### src/design/dcrf_pkg.sv
`default_nettype none
// ----------------------------------------------------------------------------
// DMA register file package
// Shared widths, function codes, port codes and the controller command bundle.
// ----------------------------------------------------------------------------
package dcrf_pkg;

    localparam int FUNC_W    = 3;
    localparam int PORT_W    = 5;
    localparam int BYTE_W    = 8;
    localparam int CHAN_W    = 3;
    localparam int ADDR_W    = 24;
    localparam int LEN_W     = 17;

    localparam int REG_BYTES  = 32;
    localparam int TOGGLES    = 16;
    localparam int PAGE_BYTES = 16;

    // Function codes of one bus access.
    localparam logic [FUNC_W-1:0] FUNC_CTL_READ   = 3'd0;
    localparam logic [FUNC_W-1:0] FUNC_CTL_WRITE  = 3'd1;
    localparam logic [FUNC_W-1:0] FUNC_PAGE_READ  = 3'd2;
    localparam logic [FUNC_W-1:0] FUNC_PAGE_WRITE = 3'd3;
    localparam logic [FUNC_W-1:0] FUNC_QUERY      = 3'd4;

    // Controller port codes after the second controller's halving.
    localparam logic [PORT_W-1:0] PORT_COMMAND      = 5'd8;
    localparam logic [PORT_W-1:0] PORT_MASK_BIT     = 5'd10;
    localparam logic [PORT_W-1:0] PORT_MODE         = 5'd11;
    localparam logic [PORT_W-1:0] PORT_TOGGLE_RESET = 5'd12;
    localparam logic [PORT_W-1:0] PORT_MASTER_CLEAR = 5'd13;
    localparam logic [PORT_W-1:0] PORT_SIXTEEN      = 5'd16;

    localparam logic [CHAN_W-1:0] QUERY_CHANNEL  = 3'd2;
    localparam logic [BYTE_W-1:0] CMD_READ_VALUE = 8'h04;
    localparam logic [BYTE_W-1:0] BYTE_ALL_ONES  = 8'hFF;

    typedef struct packed {
        logic load;   // capture the accepted transfer
        logic exec;   // perform the access and register the result
    } dcrf_cmd_t;

endpackage
`default_nettype wire

### src/design/dma_controller_register_file.sv
`default_nettype none
// ----------------------------------------------------------------------------
// DMA controller register file
// Two cascaded DMA controllers with byte-toggled registers and page registers.
// ----------------------------------------------------------------------------
// Usage:
// A transfer is taken at a rising edge where start is high and busy is low;
// func, controller, port, value and channel are sampled at that edge.
// Each transfer yields exactly one result: done is high for one cycle and
// read_data, error, dest_address and byte_length are valid in that cycle.
// done rises after the execute cycle, in which the result registers are
// loaded, and the result is taken at the edge that ends the done cycle. busy
// is high only in the execute cycle, so a new transfer may be started during
// the result cycle, while the previous result is shown; this pace is set by
// the single execute step of the controller state machine.
// The receiver cannot stall; a result not taken in its cycle is gone.
// Reset clears all register bytes, byte toggles and page registers to zero
// and returns the controller to idle; no clearing pass is needed.
// ----------------------------------------------------------------------------
module dma_controller_register_file (
    input  wire logic                            clk,
    input  wire logic                            rst_n,
    input  wire logic                            start,
    output logic                                 busy,
    input  wire logic [dcrf_pkg::FUNC_W-1:0]     func,
    input  wire logic                            controller,
    input  wire logic [dcrf_pkg::PORT_W-1:0]     port,
    input  wire logic [dcrf_pkg::BYTE_W-1:0]     value,
    input  wire logic [dcrf_pkg::CHAN_W-1:0]     channel,
    output logic                                 done,
    output logic      [dcrf_pkg::BYTE_W-1:0]     read_data,
    output logic                                 error,
    output logic      [dcrf_pkg::ADDR_W-1:0]     dest_address,
    output logic      [dcrf_pkg::LEN_W-1:0]      byte_length
);
    import dcrf_pkg::*;

    dcrf_cmd_t cmd;

    dcrf_ctrl u_ctrl (
        .clk   (clk),
        .rst_n (rst_n),
        .start (start),
        .cmd   (cmd),
        .busy  (busy),
        .done  (done)
    );

    dcrf_datapath u_datapath (
        .clk          (clk),
        .rst_n        (rst_n),
        .cmd          (cmd),
        .func         (func),
        .controller   (controller),
        .port         (port),
        .value        (value),
        .channel      (channel),
        .read_data    (read_data),
        .error        (error),
        .dest_address (dest_address),
        .byte_length  (byte_length)
    );

    // An accepted transfer always enters the execute cycle next.
    assert property (@(posedge clk) disable iff (!rst_n)
        start && !busy |=> busy)
        else $error("accepted transfer did not enter execute");

    // The execute cycle is always followed by exactly one result strobe.
    assert property (@(posedge clk) disable iff (!rst_n)
        busy |=> done && !busy)
        else $error("execute cycle not followed by a result");

    // A result strobe only follows an execute cycle.
    assert property (@(posedge clk) disable iff (!rst_n)
        done |-> $past(busy))
        else $error("result strobe without execute");

    // A page read always reports all ones with an error.
    assert property (@(posedge clk) disable iff (!rst_n)
        done && $past(func, 2) == FUNC_PAGE_READ && $past(start && !busy, 2)
        |-> error && read_data == BYTE_ALL_ONES)
        else $error("page read result wrong");

endmodule
`default_nettype wire

### src/design/dcrf_ctrl.sv
`default_nettype none
// ----------------------------------------------------------------------------
// DMA register file controller
// Sequences each transfer through capture, execute and result strobe.
// ----------------------------------------------------------------------------
module dcrf_ctrl (
    input  wire logic              clk,
    input  wire logic              rst_n,
    input  wire logic              start,
    output dcrf_pkg::dcrf_cmd_t    cmd,
    output logic                   busy,
    output logic                   done
);
    import dcrf_pkg::*;

    localparam logic [1:0] ST_IDLE = 2'd0;
    localparam logic [1:0] ST_EXEC = 2'd1;
    localparam logic [1:0] ST_RESP = 2'd2;

    logic [1:0] state_reg;
    logic [1:0] state_next;
    logic       accept;

    assign busy   = (state_reg == ST_EXEC);
    assign done   = (state_reg == ST_RESP);
    assign accept = start && !busy;

    always_comb
    begin
        state_next = state_reg;
        cmd.load   = 1'b0;
        cmd.exec   = 1'b0;
        case (state_reg)
            ST_IDLE, ST_RESP:
            begin
                if (accept)
                begin
                    cmd.load   = 1'b1;
                    state_next = ST_EXEC;
                end
                else
                begin
                    state_next = ST_IDLE;
                end
            end
            ST_EXEC:
            begin
                cmd.exec   = 1'b1;
                state_next = ST_RESP;
            end
            default:
            begin
                state_next = ST_IDLE;
            end
        endcase
    end

    always_ff @(posedge clk or negedge rst_n)
    begin
        if (!rst_n)
        begin
            state_reg <= ST_IDLE;
        end
        else
        begin
            state_reg <= state_next;
        end
    end

endmodule
`default_nettype wire

### src/design/dcrf_datapath.sv
`default_nettype none
// ----------------------------------------------------------------------------
// DMA register file datapath
// Register bytes, byte toggles, page registers and the result registers.
// ----------------------------------------------------------------------------
module dcrf_datapath (
    input  wire logic                            clk,
    input  wire logic                            rst_n,
    input  wire dcrf_pkg::dcrf_cmd_t             cmd,
    input  wire logic [dcrf_pkg::FUNC_W-1:0]     func,
    input  wire logic                            controller,
    input  wire logic [dcrf_pkg::PORT_W-1:0]     port,
    input  wire logic [dcrf_pkg::BYTE_W-1:0]     value,
    input  wire logic [dcrf_pkg::CHAN_W-1:0]     channel,
    output logic      [dcrf_pkg::BYTE_W-1:0]     read_data,
    output logic                                 error,
    output logic      [dcrf_pkg::ADDR_W-1:0]     dest_address,
    output logic      [dcrf_pkg::LEN_W-1:0]      byte_length
);
    import dcrf_pkg::*;

    // Captured transfer.
    logic [FUNC_W-1:0] func_reg;
    logic              ctl_reg;
    logic [PORT_W-1:0] port_reg;
    logic [BYTE_W-1:0] value_reg;
    logic [CHAN_W-1:0] channel_reg;

    // Architectural state.
    logic [BYTE_W-1:0] reg_bytes_reg  [REG_BYTES];
    logic [BYTE_W-1:0] reg_bytes_next [REG_BYTES];
    logic              toggles_reg    [TOGGLES];
    logic              toggles_next   [TOGGLES];
    logic [BYTE_W-1:0] page_reg       [PAGE_BYTES];
    logic [BYTE_W-1:0] page_next      [PAGE_BYTES];

    // Result registers.
    logic [BYTE_W-1:0] read_data_reg, read_data_next;
    logic              error_reg, error_next;
    logic [ADDR_W-1:0] dest_reg, dest_next;
    logic [LEN_W-1:0]  len_reg, len_next;

    logic [PORT_W-1:0] eff_port;
    logic [3:0]        tog_idx;
    logic [4:0]        slot;
    logic              reg_port;

    // The second controller's port is halved, so each of its registers sits on a pair of ports.
    assign eff_port = ctl_reg ? {1'b0, port_reg[PORT_W-1:1]} : port_reg;
    assign reg_port = (eff_port[PORT_W-1:3] == 2'b00);
    assign tog_idx  = {ctl_reg, eff_port[2:0]};
    assign slot     = {ctl_reg, eff_port[2:0], toggles_reg[tog_idx]};

    always_comb
    begin
        reg_bytes_next = reg_bytes_reg;
        toggles_next   = toggles_reg;
        page_next      = page_reg;
        read_data_next = '0;
        error_next     = 1'b0;
        dest_next      = '0;
        len_next       = '0;

        case (func_reg)
            FUNC_CTL_READ:
            begin
                if (reg_port)
                begin
                    read_data_next        = reg_bytes_reg[slot];
                    toggles_next[tog_idx] = !toggles_reg[tog_idx];
                end
                else if (eff_port == PORT_COMMAND)
                begin
                    read_data_next = CMD_READ_VALUE;
                end
                else if (eff_port != PORT_SIXTEEN)
                begin
                    error_next = 1'b1;
                end
            end
            FUNC_CTL_WRITE:
            begin
                if (reg_port)
                begin
                    reg_bytes_next[slot]  = value_reg;
                    toggles_next[tog_idx] = !toggles_reg[tog_idx];
                end
                else if (eff_port == PORT_MASTER_CLEAR)
                begin
                    for (int i = 0; i < 16; i++)
                    begin
                        reg_bytes_next[{ctl_reg, 4'(i)}] = '0;
                    end
                    for (int i = 0; i < 8; i++)
                    begin
                        toggles_next[{ctl_reg, 3'(i)}] = 1'b0;
                    end
                end
                else if (eff_port == PORT_MODE || eff_port == PORT_MASK_BIT)
                begin
                    // Accepted and dropped: mode and mask are not kept.
                end
                else if (eff_port == PORT_TOGGLE_RESET)
                begin
                    if (value_reg != '0)
                    begin
                        error_next = (value_reg != BYTE_ALL_ONES);
                        for (int i = 0; i < 8; i++)
                        begin
                            toggles_next[{ctl_reg, 3'(i)}] = 1'b0;
                        end
                    end
                end
                else
                begin
                    error_next = 1'b1;
                end
            end
            FUNC_PAGE_READ:
            begin
                read_data_next = BYTE_ALL_ONES;
                error_next     = 1'b1;
            end
            FUNC_PAGE_WRITE:
            begin
                if (!port_reg[PORT_W-1])
                begin
                    page_next[port_reg[3:0]] = value_reg;
                end
                else
                begin
                    error_next = 1'b1;
                end
            end
            FUNC_QUERY:
            begin
                if (channel_reg == QUERY_CHANNEL)
                begin
                    // Channel 2 address is register 4, its count register 5.
                    dest_next = {page_reg[1], reg_bytes_reg[9], reg_bytes_reg[8]};
                    len_next  = {1'b0, reg_bytes_reg[11], reg_bytes_reg[10]} + 17'd1;
                end
                else
                begin
                    error_next = 1'b1;
                end
            end
            default:
            begin
                error_next = 1'b1;
            end
        endcase
    end

    always_ff @(posedge clk)
    begin
        if (cmd.load)
        begin
            func_reg    <= func;
            ctl_reg     <= controller;
            port_reg    <= port;
            value_reg   <= value;
            channel_reg <= channel;
        end
        if (cmd.exec)
        begin
            read_data_reg <= read_data_next;
            error_reg     <= error_next;
            dest_reg      <= dest_next;
            len_reg       <= len_next;
        end
    end

    always_ff @(posedge clk or negedge rst_n)
    begin
        if (!rst_n)
        begin
            for (int i = 0; i < REG_BYTES; i++)
            begin
                reg_bytes_reg[i] <= '0;
            end
            for (int i = 0; i < TOGGLES; i++)
            begin
                toggles_reg[i] <= 1'b0;
            end
            for (int i = 0; i < PAGE_BYTES; i++)
            begin
                page_reg[i] <= '0;
            end
        end
        else if (cmd.exec)
        begin
            reg_bytes_reg <= reg_bytes_next;
            toggles_reg   <= toggles_next;
            page_reg      <= page_next;
        end
    end

    assign read_data    = read_data_reg;
    assign error        = error_reg;
    assign dest_address = dest_reg;
    assign byte_length  = len_reg;

endmodule
`default_nettype wire

### config.mk
export PLATFORM = sky130hd
export DESIGN_NAME = dma_controller_register_file
export DESIGN_NICKNAME = d
export VERILOG_FILES = /design/src/design/dcrf_pkg.sv /design/src/design/dma_controller_register_file.sv /design/src/design/dcrf_ctrl.sv /design/src/design/dcrf_datapath.sv
export SDC_FILE = /design/constraint.sdc
export NUM_CORES = 1
export LEC_CHECK = 0
export BUFFER_PORTS_ARGS = -buffer_cell sky130_fd_sc_hd__buf_4
export CAP_MARGIN = 20
export CORE_MARGIN = 1.5
export CORE_UTILIZATION = 55
export DETAILED_ROUTE_END_ITERATION = 12
export MAX_ROUTING_LAYER = met4
export PLACE_DENSITY = 0.75
export SLEW_MARGIN = 20
export SYNTH_ARGS = -nofsm -noshare
export SYNTH_HDL_FRONTEND = slang
export SYNTH_SLANG_ARGS = --single-unit
### constraint.sdc
create_clock -name clk -period 15.39 [get_ports clk]
set_input_delay 3.8475 -clock clk [delete_from_list [all_inputs] [get_ports clk]]
set_output_delay 3.8475 -clock clk [all_outputs]
set_load 0.01 [all_outputs]
# After elaboration in Yosys (flattened, before gate mapping)
# Cells that the tools add are included.
op_classes:
  addsub: 1
  magnitude_cmp: 54
  eq_ne: 18
  mux: 92
  bitwise: 76
  reduce_logical: 42
op_table:
  columns: ["op", "count"]
  rows:
  - ["bitwise AND 256 bit", 16]
  - ["NOT 256 bit", 16]
  - ["demux 8 bit (select 5 bit)", 17]
  - ["two-way mux 256 bit", 2]
  - ["bitwise mux 256 bit", 1]
  - ["two-way mux 8 bit", 21]
  - ["bitwise AND 16 bit", 8]
  - ["bitwise mux 128 bit", 1]
  - ["NOT 16 bit", 8]
  - [">= comparator 6 bit, second input constant", 17]
  - ["less-than comparator 6 x 1 -> 1 bit, second input constant", 17]
  - ["NOT 5 -> 6 bit", 17]
  - ["two-way mux 16 bit", 6]
  - [">= comparator 5 bit, second input constant", 10]
  - ["less-than comparator 5 x 1 -> 1 bit, second input constant", 10]
  - ["NOT 4 -> 5 bit", 10]
  - ["binary-select mux 8 bit (select 5 bit)", 1]
  - ["demux 1 bit (select 4 bit)", 9]
  - ["demux 8 bit (select 4 bit)", 1]
  - ["one-hot mux 16 bit (2 select lines)", 1]
  - ["logical AND 1 bit", 28]
  - ["== test 5 x 4 -> 1 bit, second input constant", 5]
  - ["two-way mux 1 bit", 25]
  - ["adder 16 x 1 -> 17 bit, second input constant", 1]
  - ["other kinds (28)", 35]
word_totals:
  reg_bits: 472
  in_bits: 23
  output_inout_bits: 52
  word_cells: 357

# Depth between registers and ports, before layout
logic_depth:
  ltp_word: 24
  depth_mapped: 13
  mapped_depth_nobuf: 8

# By module
# From an unflattened synthesis, not the netlist that was laid out.
unflattened:
  cells_unflattened: 1606
  area_unflattened_um2: 16219.3
modules_own_cells:
  columns: ["module", "instances", "cells_per_inst", "area_per_inst_um2", "seq_area_each_um2"]
  rows:
  - ["dcrf_datapath", 1, 1599, 16134.2, 9108.7]
  - ["dcrf_ctrl", 1, 7, 85.1, 50.0]

# Worst setup path before layout
# Ideal clock, no wire load.
synth_path:
  kind: "reg-to-output"
  startpoint: "reg u_ctrl.state_reg[0]"
  endpoint: "out busy"
  arrival_time_ns: 2.851
  required_ns: 11.543
  slack_ns: 8.691
  path_stages_with_launch: 2
  path_buffers: 0
  cell_sequence: "dfrtp_1 -> nor2b_1"
synth_between:
  elab_chain_len: 1
synth_rtl:
  columns: ["element", "line_no", "rtl"]
  rows:
  - ["start: declaration", "dcrf_ctrl.sv:20", "logic [1:0] state_reg;"]
  - ["start signal: assignment", "dcrf_ctrl.sv:66", "state_reg <= state_next;"]
  - ["== test 2 x 1 -> 1 bit", "dcrf_ctrl.sv:24", "assign busy = (state_reg == ST_EXEC);"]
  - ["end: declaration", "dma_controller_register_file.sv:24", "output logic busy,"]
# No other way between the ends.

# Worst setup path after layout
layout_path:
  startpoint: "reg u_datapath.port_reg[2]"
  endpoint: "reg u_datapath.read_data_reg[4], in the netlist u_datapath.read_data[4] (data pin)"
layout_between:
  elab_chain_len: 11
layout_rtl:
  columns: ["element", "line_no", "rtl"]
  rows:
  - ["start: declaration", "dcrf_datapath.sv:25", "logic [PORT_W-1:0] port_reg;"]
  - ["start signal: assignment", "dcrf_datapath.sv:161", "port_reg <= port;"]
  - ["two-way mux 5 bit (*)", "dcrf_datapath.sv:49", "assign eff_port = ctl_reg ? {1'b0, port_reg[PORT_W-1:1]} : port_reg;"]
  - ["NOT 4 -> 5 bit (implied by the code)", "dcrf_datapath.sv:52", "assign slot = {ctl_reg, eff_port[2:0], toggles_reg[tog_idx]};"]
  - ["binary-select mux 1 bit (select 4 bit)", "dcrf_datapath.sv:52", null]
  - ["two-way mux 1 bit (implied by the code) (2 in series)", "dcrf_datapath.sv:52", null]
  - ["NOT 5 -> 6 bit (implied by the code) (*)", "dcrf_datapath.sv:69", "read_data_next = reg_bytes_reg[slot];"]
  - ["binary-select mux 8 bit (select 5 bit) (*)", "dcrf_datapath.sv:69", null]
  - ["two-way mux 8 bit (implied by the code) (*) (2 in series)", "dcrf_datapath.sv:69", null]
  - ["two-way mux 8 bit (*)", "dcrf_datapath.sv:67", "if (reg_port)"]
  - ["one-hot mux 8 bit (2 select lines) (*)", "dcrf_datapath.sv:64", "case (func_reg)"]
  - ["end signal: assignment", "dcrf_datapath.sv:167", "read_data_reg <= read_data_next;"]
  - ["end: declaration", "dcrf_datapath.sv:38", "logic [BYTE_W-1:0] read_data_reg, read_data_next;"]
# Mark *: on every way between the ends. The rest lies on a longest branch, timed or not. The select of a mux whose other input is x is not followed.
# A chain may end at the register's enable or synchronous reset.

==> key figures <==
Layout
  – Design Area, Final: 18250 um^2
  – # nets final: 1506
  – Area growth, synth to finish: 12.71%
  – Largest register FFs: 256
  – Layout cells sized above 1: 14.96%

Worst setup path
  – Crit path DAT: 5.70 ns
  – Crit path max-delay family: simple AND/OR/NAND/NOR gates
  – Crit-path max cell delay: 0.92 ns
  – Worst-path cell chain: mux4_2 -> mux2i_2 -> nand2b_1 -> o21a_4 -> buf_4 -> mux2_2 -> o22ai_1 -> nor4_1 -> a31o_1
  – WP data required: 15.79 ns
  – Worst path bufs/invs: 1
  – CP Class: reg -> reg
  – CP Launch Type: flop
  – CP Max Fanout: 59
  – Slowest CP cell: edfxtp_1
  – Setup crit end kind: flop

Floorplan
  – Die Area: 30470 um^2
  – Initial Util: 56.10%
  – Core Area: 28860 um^2
  – I/O pins: 75
  – Height of the chip: 174.6 um
  – Die Wd: 174.6 um
  – Row count: 62

Drt
  – Via count: 13190
  – Starting DRC count in detailed routing: 1773
  – Avg WL per Cell: 26.62 um
  – Vias/cell: 6.955
  – Routed wire length: 50470 um
  – Post-DRT Antenna Nets: 0
  – Post-route DRC: 0
  – DRT Pass-1 Iters: 6

STA
  – Setup repair after global routing missed its margin: false
  – TNS Setup: 0 ns
  – Fin. Hold Viols: 0
  – Worst Tran Pin Value: 1.194 ns
  – Layout Skew: 0.01732 ns
  – Final worst-path cycle share: 34.47%
  – Slew Viols, Final: 0
  – Max-slew headroom: 20.29%
  – Highest clock rate: 188.5 MHz
  – Final setup viols: 0
  – Fin crit period: 5.306 ns

Clocking
  – CTS sink count: 352
  – Total clock buffers created by CTS: 37
  – Clk pin slew, worst setup/hold paths: 0.06 ns
  – Htree depth: 2
  – Cts repair resizes: 0
  – Postcts setup bufs: 0
  – Clock latency on the worst-skew pair: 0.53 ns
  – CTS hold repair buffers: 0
  – Clock root buffer: clkbuf_16
  – CTS tree: done
  – Clk buf depth: 3

Yosys
  – Top cells by area, synth: dfrtp_1, edfxtp_1, a22o_1
  – Post-synthesis register bit count: 352
  – Post-synth EDFFs: 70
  – Syn Area/Cell: 11.27 um^2
  – Leading area contributor after synthesis: dfrtp_1
  – Synth unique cells: 80
  – Seq/Total Area, Yosys: 56.57%
  – Top cell type's share of synthesized area: 43.59%
  – Post-synth top cells: dfrtp_1, a22o_1, nand2_1, nor2_1, o21ai_0
  – Cell with the most instances after synthesis: dfrtp_1
  – Predominant post-synthesis flop cell: dfrtp_1
  – Ys Warns: 0
  – Syn_nets: 1461
  – Mapped Cells: 1437
  – Asr flop ratio synth: 80.11%
  – Cell area after synthesis: 16190 um^2

Placement
  – Placed Instance Area: 17010 um^2
  – DP HPWL: 34150 um
  – Final GP Congestion: 0.9977
  – I/O Buffers: 74

Power
  – Peak supply drop: 0.00007494 V
  – Leak: 7.832 nW
  – Pwr/cell area: 112.0 nW/um^2
  – Total power: 0.002044 W

Global routing
  – Antenna violations before repair: 1
  – Vias in the first global route: 12510
  – Global-route wire length before repair: 77090 um
  – Largest net degree at the start of global routing: 109
  – GRT Overall Usage: 34.55%
  – Global route overflow: 0

Min path
  – Worst Hold Class: reg -> reg

Run status
  – Status: complete, no violations

Job
  – Max-capacitance violation count: 0
## final cells by class
cell class,instances,area (um^2)
clock inverter,14,108.9
fill,2296,10610
antenna,1,2.502
sequential,352,9159
tap,384,480.5
timing repair buffer,87,668.1
multi-input combinational,989,6649
inverter,15,56.30
clock buffer,54,1124
## cell families (layout without fill, tap and decap cells)
| group | count (synthesis) | in the layout | synth area share [%] |
|---|---|---|---|
| buffers and inverters | 96 | 170 | 2.798 |
| AND/OR/NAND/NOR | 439 | 439 | 12.62 |
| adder cells (fa/ha/maj) | 1 | 1 | 0.07727 |
| XOR/XNOR | 13 | 13 | 0.7033 |
| flip-flops | 352 | 352 | 56.57 |
| multiplexers | 80 | 80 | 5.557 |
| AO/OA/AOI/OAI | 456 | 456 | 21.67 |
| other | 0 | 1 | 0 |
## metrics by stage
stage	std cells	setup slack, ns	util (%)	hold slack (ns)
6_report	1896	10.08	63.23	0.4812
2_1_floorplan	1437	8.691	-	0.4392
5_1_grt	1896	10.06	63.23	0.5040
4_1_cts	1895	10.18	63.20	0.4779
3_3_place_gp	1827	9.741	58.91	0.4619
3_5_place_dp	1827	9.735	58.93	0.4648
## cell usage in the layout, fill, tap and decap left out, types with 8 or more instances in the layout
cell type	n
a21oi_1	33
a221oi_1	8
a22o_1	211
and2_1	40
and3_1	11
buf_4	84
clkbuf_16	40
dfrtp_1	282
edfxtp_1	70
inv_1	15
mux2_2	36
mux2i_1	39
nand2_1	185
nand2b_1	10
nand3_1	38
nand4_1	10
nor2_1	79
nor2_2	12
nor3_1	14
nor4_1	8
o211ai_1	8
o21ai_0	75
o21ai_1	15
o22ai_1	13
o2bb2ai_1	22
## path summary, 6_finish.rpt
kind / start / end / slack [ns] / depth (start not counted)
max in group asynchronous: rst_n / u_datapath.reg_bytes_reg[91] / 10.68 / 2
min: u_datapath.reg_bytes_reg[4] / u_datapath.reg_bytes_reg[4] / 0.48 / 2
max reg2reg: u_datapath.port_reg[2] / u_datapath.read_data[4] / 10.08 / 9
min reg2reg: u_datapath.reg_bytes_reg[4] / u_datapath.reg_bytes_reg[4] / 0.48 / 2
max: u_datapath.port_reg[2] / u_datapath.read_data[4] / 10.08 / 9
min in group asynchronous: rst_n / u_datapath.reg_bytes_reg[172] / 3.39 / 1
## routing by layer
metal	share of wire, %	track usage (%)	wire, um
met3	12	8.486	6037
met1	39	46.65	19740
met2	44	49.80	22180
met5	0	-	0
met4	5.0	15.03	2518
## power by group
| part | internal (W) | switching (W) |
|---|---|---|
| Sequential | 0.000972 | 0.0000158 |
| Combinational | 0.0000449 | 0.000110 |
| Clock | 0.000526 | 0.000375 |
## tightest hold or removal path: stages, from the launching register on
cell and delay [ns]:
dfrtp_1 0.34, nand2_1 0.05, o21ai_0 0.06
No activity file was read; power rests on OpenSTA's default activity.
